$ cat config.mk
export PLATFORM = sky130hd
export DESIGN_NAME = sedentary_alert_monitor
export DESIGN_NICKNAME = d
export VERILOG_FILES = /design/src/sam_pkg.sv /design/src/sam_cfg.sv /design/src/sam_window.sv /design/src/sam_idle.sv /design/src/sedentary_alert_monitor.sv
export VERILOG_INCLUDE_DIRS = /design/src /design/src/src
export SDC_FILE = /design/constraint.sdc
export NUM_CORES = 1
export LEC_CHECK = 0
export BUFFER_PORTS_ARGS = -buffer_cell sky130_fd_sc_hd__buf_4
export CAP_MARGIN = 20
export CELL_PAD_IN_SITES_DETAIL_PLACEMENT = 1
export CELL_PAD_IN_SITES_GLOBAL_PLACEMENT = 1
export CORE_MARGIN = 4
export CORE_UTILIZATION = 49
export CTS_CLUSTER_SIZE = 14
export DETAILED_ROUTE_END_ITERATION = 12
export GPL_ROUTABILITY_DRIVEN = 0
export PLACE_DENSITY = 0.89
export SYNTH_ARGS = -nofsm -noshare
export SYNTH_HDL_FRONTEND = slang
export SYNTH_HIERARCHICAL = 1
export SYNTH_SLANG_ARGS = --single-unit
$ cat constraint.sdc
create_clock -name clk -period 6.8 [get_ports clk]
set_clock_uncertainty 0.15 [all_clocks]
set_input_delay 1.36 -clock clk [delete_from_list [all_inputs] [get_ports clk]]
set_output_delay 1.36 -clock clk [all_outputs]
set_load 0.01 [all_outputs]
$ cat src/assert_macros.svh
// assertion macros shared by the monitor rtl
`ifndef ASSERT_MACROS_SVH
`define ASSERT_MACROS_SVH

`ifndef SYNTHESIS
// property must hold at every clock edge out of reset
`define SAM_ASSERT(lbl, clk, rst, prop) \
  lbl: assert property (@(posedge clk) disable iff (rst) prop) \
    else $error("sedentary monitor assertion failed");
// expression must never be true out of reset
`define SAM_NEVER(lbl, clk, rst, expr) \
  lbl: assert property (@(posedge clk) disable iff (rst) !(expr)) \
    else $error("sedentary monitor forbidden condition seen");
`else
`define SAM_ASSERT(lbl, clk, rst, prop)
`define SAM_NEVER(lbl, clk, rst, expr)
`endif

`endif

$ cat src/sam_pkg.sv
// types and constants of the sedentary alert monitor
`default_nettype none

package sam_pkg;

  localparam int unsigned WINDOW_LEN_DEF = 5;

  localparam logic [15:0] IDLE_SUM_LIMIT = 16'd13;
  localparam logic [7:0]  IDLE_COUNT_MAX = 8'd245;
  localparam logic [7:0]  THR_MIN        = 8'd30;
  localparam logic [7:0]  THR_MAX        = 8'd240;
  localparam logic [11:0] START_MAX      = 12'(17 * 60 + 30);
  localparam logic [11:0] START_MIN      = 12'(8 * 60);
  localparam logic [11:0] END_MAX        = 12'(18 * 60);
  localparam logic [11:0] END_MIN        = 12'(8 * 60 + 30);
  localparam logic [2:0]  WEAR_WORN_LIM  = 3'd2;
  localparam logic [2:0]  WEAR_WORN_ALT  = 3'd5;

  // register indexes of the configuration port
  localparam logic [2:0] REG_ENABLE       = 3'd0;
  localparam logic [2:0] REG_THRESHOLD    = 3'd1;
  localparam logic [2:0] REG_START_HOUR   = 3'd2;
  localparam logic [2:0] REG_START_MINUTE = 3'd3;
  localparam logic [2:0] REG_END_HOUR     = 3'd4;
  localparam logic [2:0] REG_END_MINUTE   = 3'd5;

  localparam logic CMD_TICK    = 1'b0;
  localparam logic CMD_RESTART = 1'b1;

  typedef struct packed {
    logic        cmd;
    logic [31:0] total_steps;
    logic [4:0]  hour;
    logic [5:0]  minute;
    logic        signed_off;
    logic        sleeping;
    logic        pwr_good;
    logic [2:0]  wear_state;
  } in_t;

  typedef struct packed {
    logic        alert;
    logic        config_valid;
    logic [15:0] window_sum;
    logic [7:0]  sit_count;
  } out_t;

  typedef struct packed {
    logic [7:0] enable;
    logic [7:0] threshold_minutes;
    logic [4:0] start_hour;
    logic [5:0] start_minute;
    logic [4:0] end_hour;
    logic [5:0] end_minute;
  } cfg_t;

  // per-transaction control from the top level to the state holders
  typedef struct packed {
    logic step;     // a transaction moves into the result register
    logic restart;  // that transaction is a restart command
    logic push;     // that transaction is a qualified tick
  } ctl_t;

endpackage

`default_nettype wire

$ cat src/sam_cfg.sv
// configuration registers and the configuration range check
`default_nettype none

module sam_cfg (
  input  wire logic            clk,
  input  wire logic            rst,
  input  wire logic            wr_en,
  input  wire logic [2:0]      wr_index,
  input  wire logic [7:0]      wr_data,
  output sam_pkg::cfg_t        cfg,
  output logic                 cfg_ok
);

  logic [11:0] st_min;
  logic [11:0] en_min;
  logic [11:0] st_thr;

  always_ff @(posedge clk) begin
    if (rst) begin
      cfg.enable            <= 8'd0;
      cfg.threshold_minutes <= 8'd60;
      cfg.start_hour        <= 5'd8;
      cfg.start_minute      <= 6'd0;
      cfg.end_hour          <= 5'd18;
      cfg.end_minute        <= 6'd0;
    end else if (wr_en) begin
      unique case (wr_index)
        sam_pkg::REG_ENABLE:       cfg.enable            <= wr_data;
        sam_pkg::REG_THRESHOLD:    cfg.threshold_minutes <= wr_data;
        sam_pkg::REG_START_HOUR:   cfg.start_hour        <= wr_data[4:0];
        sam_pkg::REG_START_MINUTE: cfg.start_minute      <= wr_data[5:0];
        sam_pkg::REG_END_HOUR:     cfg.end_hour          <= wr_data[4:0];
        sam_pkg::REG_END_MINUTE:   cfg.end_minute        <= wr_data[5:0];
        default: ;
      endcase
    end
  end

  // minutes since midnight, hour * 60 as a constant multiply
  assign st_min = 12'(cfg.start_hour) * 12'd60 + 12'(cfg.start_minute);
  assign en_min = 12'(cfg.end_hour) * 12'd60 + 12'(cfg.end_minute);
  assign st_thr = st_min + 12'(cfg.threshold_minutes);

  assign cfg_ok = (cfg.enable <= 8'd1) &&
                  (cfg.threshold_minutes >= sam_pkg::THR_MIN) &&
                  (cfg.threshold_minutes <= sam_pkg::THR_MAX) &&
                  (st_min <= sam_pkg::START_MAX) && (st_min >= sam_pkg::START_MIN) &&
                  (en_min <= sam_pkg::END_MAX) && (en_min >= sam_pkg::END_MIN) &&
                  (st_thr <= en_min);

endmodule

`default_nettype wire

$ cat src/sam_window.sv
// step baseline, delta shift line and running window sum
`default_nettype none

module sam_window #(
  parameter int unsigned WINDOW_LEN = sam_pkg::WINDOW_LEN_DEF
) (
  input  wire logic          clk,
  input  wire logic          rst,
  input  wire sam_pkg::ctl_t ctl,
  input  wire logic [31:0]   total_steps,
  output logic [15:0]        sum_next
);

  logic [31:0] baseline;
  logic [15:0] deltas [WINDOW_LEN];
  logic [15:0] sum;
  logic [15:0] delta;

  // unfilled entries hold zero, so the oldest tap is dropped even before the line is full
  assign delta = total_steps[15:0] - baseline[15:0];

  always_comb begin
    if (ctl.restart) begin
      sum_next = 16'd0;
    end else if (ctl.push) begin
      sum_next = sum + delta - deltas[0];
    end else begin
      sum_next = sum;
    end
  end

  always_ff @(posedge clk) begin
    if (rst) begin
      baseline <= 32'd0;
      sum      <= 16'd0;
    end else if (ctl.step) begin
      sum <= sum_next;
      if (ctl.restart || ctl.push) begin
        baseline <= total_steps;
      end
    end
  end

  for (genvar i = 0; i < WINDOW_LEN; i++) begin : g_tap
    always_ff @(posedge clk) begin
      if (rst) begin
        deltas[i] <= 16'd0;
      end else if (ctl.step) begin
        if (ctl.restart) begin
          deltas[i] <= 16'd0;
        end else if (ctl.push) begin
          if (i == WINDOW_LEN - 1) begin
            deltas[i] <= delta;
          end else begin
            deltas[i] <= deltas[(i + 1) % WINDOW_LEN];
          end
        end
      end
    end
  end

endmodule

`default_nettype wire

$ cat src/sam_idle.sv
// idle tick counter and alert decision
`default_nettype none

module sam_idle (
  input  wire logic          clk,
  input  wire logic          rst,
  input  wire sam_pkg::ctl_t ctl,
  input  wire logic [15:0]   sum_next,
  input  wire logic [7:0]    threshold_minutes,
  output logic [7:0]         count_next,
  output logic               alert
);

  logic [7:0] count;
  logic [7:0] count_inc;

  assign count_inc = (count < sam_pkg::IDLE_COUNT_MAX) ? count + 8'd1 : count;

  always_comb begin
    alert      = 1'b0;
    count_next = 8'd0;
    if (!ctl.restart && ctl.push && (sum_next < sam_pkg::IDLE_SUM_LIMIT)) begin
      if (count_inc >= threshold_minutes) begin
        alert = 1'b1;
      end else begin
        count_next = count_inc;
      end
    end
  end

  always_ff @(posedge clk) begin
    if (rst) begin
      count <= 8'd0;
    end else if (ctl.step) begin
      count <= count_next;
    end
  end

endmodule

`default_nettype wire

$ cat src/sedentary_alert_monitor.sv
// Sedentary alert monitor: one transaction per minute tick, one result transaction
// back for each. A transaction lands in an input register, passes one level of
// logic (qualification, step delta, running window sum, idle counter) and is
// caught in a result register, so the result is registered behind the input
// register, and the block takes one transaction every cycle as long as the
// result side keeps up; while a result waits, the transaction behind it holds in
// the input register and input stalls once that register is full.
// The window sum is kept as a running total (add the new delta, drop the oldest
// tap), so its cost does not grow with WINDOW_LEN. Configuration writes are
// taken in every cycle and act on the next tick; config_valid only reports the
// range check and never gates the monitor. No clearing pass after reset.
`default_nettype none

`include "assert_macros.svh"

module sedentary_alert_monitor #(
  parameter int unsigned WINDOW_LEN = sam_pkg::WINDOW_LEN_DEF
) (
  input  wire logic          clk,
  input  wire logic          rst,
  // tick / restart transactions
  input  wire logic          in_valid,
  output logic               in_ready,
  input  wire sam_pkg::in_t  in_data,
  // result transactions
  output logic               out_valid,
  input  wire logic          out_ready,
  output sam_pkg::out_t      out_data,
  // configuration writes
  input  wire logic          cfg_valid,
  output logic               cfg_ready,
  input  wire logic [2:0]    cfg_index,
  input  wire logic [7:0]    cfg_data
);

  sam_pkg::in_t  in_q;
  logic          in_full;
  logic          advance;
  sam_pkg::cfg_t cfg;
  logic          cfg_ok;
  sam_pkg::ctl_t ctl;
  logic          worn;
  logic          qual;
  logic [10:0]   now_t;
  logic [10:0]   st_t;
  logic [10:0]   en_t;
  logic [15:0]   sum_next;
  logic [7:0]    count_next;
  logic          alert;

  // held transaction moves on when the result register is free or being drained
  assign advance  = in_full && (!out_valid || out_ready);
  assign in_ready = !in_full || advance;
  assign cfg_ready = 1'b1;

  always_ff @(posedge clk) begin
    if (rst) begin
      in_full <= 1'b0;
    end else if (in_valid && in_ready) begin
      in_full <= 1'b1;
    end else if (advance) begin
      in_full <= 1'b0;
    end
  end

  // payload register, no reset needed
  always_ff @(posedge clk) begin
    if (in_valid && in_ready) begin
      in_q <= in_data;
    end
  end

  sam_cfg u_cfg (
    .clk      (clk),
    .rst      (rst),
    .wr_en    (cfg_valid && cfg_ready),
    .wr_index (cfg_index),
    .wr_data  (cfg_data),
    .cfg      (cfg),
    .cfg_ok   (cfg_ok)
  );

  // time window compare as hour then minute, i.e. {hour, minute} as one number
  assign now_t = {in_q.hour, in_q.minute};
  assign st_t  = {cfg.start_hour, cfg.start_minute};
  assign en_t  = {cfg.end_hour, cfg.end_minute};

  assign worn = (in_q.wear_state < sam_pkg::WEAR_WORN_LIM) ||
                (in_q.wear_state == sam_pkg::WEAR_WORN_ALT);

  assign qual = !in_q.signed_off && !in_q.sleeping && in_q.pwr_good && worn &&
                (cfg.enable != 8'd0) && (now_t >= st_t) && (now_t <= en_t);

  assign ctl.step    = advance;
  assign ctl.restart = (in_q.cmd == sam_pkg::CMD_RESTART);
  assign ctl.push    = (in_q.cmd == sam_pkg::CMD_TICK) && qual;

  sam_window #(
    .WINDOW_LEN (WINDOW_LEN)
  ) u_window (
    .clk         (clk),
    .rst         (rst),
    .ctl         (ctl),
    .total_steps (in_q.total_steps),
    .sum_next    (sum_next)
  );

  sam_idle u_idle (
    .clk               (clk),
    .rst               (rst),
    .ctl               (ctl),
    .sum_next          (sum_next),
    .threshold_minutes (cfg.threshold_minutes),
    .count_next        (count_next),
    .alert             (alert)
  );

  // result register
  always_ff @(posedge clk) begin
    if (rst) begin
      out_valid <= 1'b0;
    end else if (advance) begin
      out_valid <= 1'b1;
    end else if (out_ready) begin
      out_valid <= 1'b0;
    end
  end

  always_ff @(posedge clk) begin
    if (advance) begin
      out_data.alert        <= alert;
      out_data.config_valid <= cfg_ok;
      out_data.window_sum   <= sum_next;
      out_data.sit_count    <= count_next;
    end
  end

  // an alert always clears the idle counter
  `SAM_ASSERT(a_alert_clears, clk, rst, out_valid && out_data.alert |-> out_data.sit_count == 8'd0)
  // idle counter saturates
  `SAM_NEVER(a_count_sat, clk, rst, out_valid && (out_data.sit_count > sam_pkg::IDLE_COUNT_MAX))
  // a restart reports an empty window and zero count
  `SAM_ASSERT(a_restart_res, clk, rst, advance && in_q.cmd == sam_pkg::CMD_RESTART |=> out_valid && out_data.window_sum == 16'd0 && out_data.sit_count == 8'd0 && !out_data.alert)
  // an empty input register always takes a transaction
  `SAM_ASSERT(a_ready_empty, clk, rst, !in_full |-> in_ready)

endmodule

`default_nettype wire
Yosys cells after proc, flatten, opt, wreduce, memory -nomap -nowiden
Memory sizes are Yosys's and may differ from the RTL's.
Cells that the tools add are included.
W data, S select, Z words.
Storage, ports and cells
  output and inout port bits: 29
  bits in registers: 140
  memories: 1
  bits in writable memories: 80
  bits of input ports: 66
Memory list
  u_window.deltas: words 5, width 16, rd ports 5, clocked after memory_dff 0, write ports 5, line sam_window.sv:15  | logic [15:0] deltas [WINDOW_LEN];
Cells by class
  equal/unequal tests: 6
  $add $sub $neg: 7
  bitwise operators: 11
  mux-type cells: 31
  reductions and logical operators: 38
  $lt $le $gt $ge: 14
  multiply operators: 2
Operator list (count)
  $mux W16: 12
  $sub A16 B16 Y16: 2
  $add A11 B6 Y12: 2
  $ge A12 B9 Y1 const B: 2
  $le A12 B11 Y1 const B: 2
  $mux W8: 3
  $logic_and A1 B1 Y1: 18
  $mul A5 B4 Y9 const B: 2
  $add A16 B16 Y16: 1
  $lt A16 B4 Y1 const B: 1
  $mux W1: 16
  $reduce_and A2 Y1: 7
  $add A12 B8 Y12: 1
  $le A12 B12 Y1: 1
  $ge A11 B11 Y1: 1
  $le A11 B11 Y1: 1
  $or A1 B1 Y1: 10
  $eq A3 B3 Y1 const B: 3
  $add A8 B1 Y8 const B: 1
  $ge A8 B5 Y1 const B: 1
  $ge A8 B8 Y1: 1
  $le A8 B1 Y1 const B: 1
  $le A8 B8 Y1 const B: 1
  $lt A8 B8 Y1 const B: 1
  9 further kinds: 18

Logic depth before layout (Yosys ltp)
  depth in word-level cells: 14
  mapped depth: 26

By module
Netlist, hierarchy kept.
Modules (own cells, without submodules)
  sam_window: cells each 569, instances 1, sequential area each 3042.9 um2, area an instance 6134.6 um2
  sam_cfg: cells each 431, instances 1, sequential area each 760.7 um2, area an instance 3661.0 um2
  sedentary_alert_monitor: cells each 169, instances 1, sequential area each 2322.2 um2, area an instance 2972.9 um2
  sam_idle: cells each 108, instances 1, sequential area each 160.2 um2, area an instance 883.3 um2

Least setup slack after synthesis
No wires, ideal clock.
  path type: register to register
  from: register, netlist name u_cfg/cfg[17]
  to: register out_data[24] in the netlist's numbering, data pin
  slack: 1498 ps
  arrival time: 4961 ps
  cell stages (with the launch flop): 23
  cell sequence: dfxtp_1 fa_1 inv_1 fa_1 inv_1 fa_1 ha_1 o21ai_0 nor2_1 o21ai_1 xnor2_1 inv_1 ha_1 o21a_1 a21oi_1 nor2_1 xor2_1 ha_1 a21o_1 a21o_1 a2111oi_0 o21ai_0 a2111oi_2
Between the ends
  longest elaborated chain between the ends: 8
  elaborated cells between the ends (all ways): 11
  classes of those cells: add/sub: 2; mul: 1; order compare: 3; reduce/logical: 5
RTL lines
  $mul A5 B4 Y9 *: line sam_cfg.sv:40  | assign st_min = 12'(cfg.start_hour) * 12'd60 + 12'(cfg.start_minute);
  $add A11 B6 Y12 *: line sam_cfg.sv:40
  branches (longest 5 deep; another with $add A12 B8 Y12)
  $logic_and A1 B1 Y1 *: line sam_cfg.sv:48  | (en_min <= sam_pkg::END_MAX) && (en_min >= sam_pkg::END_MIN) &&
  net cfg_ok: line sedentary_alert_monitor.sv:40  | logic cfg_ok;
  to (decl): line sedentary_alert_monitor.sv:28  | output sam_pkg::out_t out_data,
Mark *: on every way through the listed nets, which the timed path passes.
A chain may end at the register's enable or synchronous reset.

Worst setup path after layout
  from: register in_q[17] in the netlist's numbering
  to: register out_data[4] in the netlist's numbering, data pin
Between the ends
  longest elaborated chain between the ends: 8
RTL lines
  from (decl): line sedentary_alert_monitor.sv:36  | sam_pkg::in_t in_q;
  from (signal assigned): line sedentary_alert_monitor.sv:69  | in_q <= in_data;
  $sub A16 B16 Y16: line sam_window.sv:20  | assign delta = total_steps[15:0] - baseline[15:0];
  $add A16 B16 Y16: line sam_window.sv:26  | sum_next = sum + delta - deltas[0];
  $sub A16 B16 Y16: line sam_window.sv:26
  $mux W16: line sam_window.sv:25  | end else if (ctl.push) begin
  $mux W16: line sam_window.sv:23  | if (ctl.restart) begin
  net sum_next[14]: line sedentary_alert_monitor.sv:47  | logic [15:0] sum_next;
  $lt A16 B4 Y1: line sam_idle.sv:22  | if (!ctl.restart && ctl.push && (sum_next < sam_pkg::IDLE_SUM_LIMIT)) begin
  $logic_and A1 B1 Y1: line sam_idle.sv:22
  $mux W8: line sam_idle.sv:22
  net count_next[4]: line sedentary_alert_monitor.sv:48  | logic [7:0] count_next;
The timed path passes the listed nets, and every way through them passes these cells.

==> reports/metrics.csv <==
metric;value;unit
relative slew slack;0.329;
CTS Buffer Depth;3;
Die H;172;um
Setup crit start kind;flop;
syn nets;1475;
sum of negative setup slack;0;ns
CTS tree;yes;
Post-DP HPWL;25100;um
I/O pin cnt;95;
die area;29600;um^2
WP data required;7.03;ns
fin area;14900;um^2
Final setup viols;0;
pre-CTS WS;0.584;ns
htree depth;1;
Peak VDD IR;0.212;mV
GR peak layer;met2;
Row Count;59;
run status;finished, final reports clean;
GRT overflow;0;
global-route wire length before repair;56900;um
Post-DP Area;14100;um^2
PD cells;246;nW/um^2
final WL;35400;um
Cells after Synth;1261;
n_diodes;0;
Clock Latency Late Sink;0.55;ns
initial antenna violation count;1;
RSZ-0062 raised after global routing;no;
IO Port Bufs;77;
GR Util met3;0.0345;
Worst EP arrival;6.56;ns
Final Util;0.567;
Buf/Inv on CP;4;
cell mode on critical path;inv_1;
CTS Sinks;220;
warning count from the yosys run;6;
drc violations;0;
placeable core area;26300;um^2
Area growth, synth to finish;13.1;%
Tot GR Track Use;0.242;
CTS buffer count;25;
hold buffer count at CTS;0;
cell family with most CP delay;compound AO/OA/AOI/OAI gates;
fmax;158;MHz
vias;9849;
antenna viol nets, final;0;
vias per cell;5.80;
post-route minimum period;6.33;ns
CP Capture Type;flop;
placed insts;1650;
Post-Syn Area;13200;um^2
Worst Slack Setup Final;0.469;ns
met1 GRT Util;0.282;
worst-path cell chain;inv_1 > ha_1 > inv_1 > fa_1 > a21o_1 > a21oi_1 > o21bai_1 > a21o_1 > xnor2_1 > fa_1 > inv_1 > ha_1 > or3_1 > o22ai_1 > a21oi_1 > o21ai_0 > o311ai_0 > nor4_2 > nand2_1 > nor3_1 > nand4_1 > buf_4 > nor2_1;
met2 Usage GRT;0.436;
mean cell area of the mapped netlist;10.4;um^2
fill count;2838;
drt pass-1 iters;5;
count of final hold-check violations;0;
CP Max Fanout;8;
share of layout cells above drive strength 1;0.126;
Layout Nets;1557;
post-route clock period utilization;0.931;
crit path kind;reg -> reg;
Iteration-0 DRC Markers;517;
routed len/inst;20.9;um
CTS clk-pin slew, worst paths;0.06;ns
number of global-route vias before repair;10800;
slowest cell on the critical path;fa_1;
max-cap viol count;0;
HP Class;reg -> reg;
initial core utilization;0.501;
Pins Over Slew Limit;0;
largest net degree at the start of global routing;54;
Tot Pwr;3.66;mW
smallest hold slack;0.331;ns
die width;172;um
root buf cell;clkbuf_16;
post-route insts no fill;1697;
P_leak;6.19;nW
Slew @ Worst Pin;0.994;ns
slowest stage delay, CP;0.57;ns
final cells by class:
class / instances / area, um^2 / area share
Clock buffer: 38 / 704 / 0.0473
Sequential cell: 220 / 5810 / 0.390
Clock inverter: 8 / 103 / 0.00688
Tap cell: 335 / 419 / 0.0281
Multi-Input combinational cell: 857 / 6650 / 0.447
Timing Repair Buffer: 85 / 638 / 0.0428
Inverter: 154 / 578 / 0.0388
registers in the layout, indices dropped and copies added, names as in the netlist:
| name | count |
|---|---|
| ctl | 1 |
| in_full | 1 |
| in_q | 33 |
| out_data | 26 |
| out_valid | 1 |
| u_cfg/cfg | 38 |
| u_idle/count | 8 |
| u_window/baseline | 16 |
| u_window/deltas | 80 |
| u_window/sum | 16 |
metal layers:
| layer | vias up | share of wire |
|---|---|---|
| met5 | - | 0.00045 |
| met4 | 2 | 0.059 |
| met3 | 128 | 0.039 |
| met2 | 239 | 0.50 |
| met1 | 4887 | 0.40 |
| li1 | 4593 | - |
cell usage in the layout, fill, tap and decap left out, drive strengths merged, types with 22 or more instances in the layout:
| master | instances |
|---|---|
| xnor2 | 34 |
| nor2 | 90 |
| o21ai | 59 |
| ha | 115 |
| fa | 33 |
| inv | 154 |
| and2 | 71 |
| nand3 | 22 |
| mux2i | 29 |
| clkbuf | 38 |
| a21o | 22 |
| nand2 | 86 |
| buf | 85 |
| dfxtp | 80 |
| edfxtp | 140 |
| a21oi | 54 |
worst register-to-register path, stage by stage (launching register included):
cell	delay, ns
edfxtp_1	0.40
inv_1	0.08
ha_1	0.18
inv_1	0.06
fa_1	0.40
a21o_1	0.17
a21oi_1	0.21
o21bai_1	0.09
a21o_1	0.25
xnor2_1	0.27
fa_1	0.57
inv_1	0.05
ha_1	0.26
or3_1	0.44
o22ai_1	0.34
a21oi_1	0.21
o21ai_0	0.24
o311ai_0	0.36
nor4_2	0.54
nand2_1	0.18
nor3_1	0.27
nand4_1	0.12
buf_4	0.19
nor2_1	0.14
power breakdown:
part | internal [mW] | switching [mW]
sequential | 1.47 | 0.0293
combinational | 0.328 | 0.493
clock | 0.792 | 0.549
total | 2.59 | 1.07
path summary, 6_finish.rpt:
check / startpoint / endpoint / slack [ns] / cells past startpoint
hold / removal: u_window/baseline[5]$_SDFFE_PP0P_ / u_window/baseline[5]$_SDFFE_PP0P_ / 0.33 / 2
setup reg to reg: in_q[17]$_DFFE_PP_ / out_data[4]$_DFFE_PP_ / 0.47 / 23
setup / recovery: in_q[17]$_DFFE_PP_ / out_data[4]$_DFFE_PP_ / 0.47 / 23
hold reg to reg: u_window/baseline[5]$_SDFFE_PP0P_ / u_window/baseline[5]$_SDFFE_PP0P_ / 0.33 / 2
repair_timing:
action / 4_1_cts / 5_1_grt
hold endpoints to repair: 0 / 0
setup endpoints to repair: 0 / 8
buffers inserted: 0 / 1
resized for setup: 0 / 2
(Power assumes the default switching activity.)
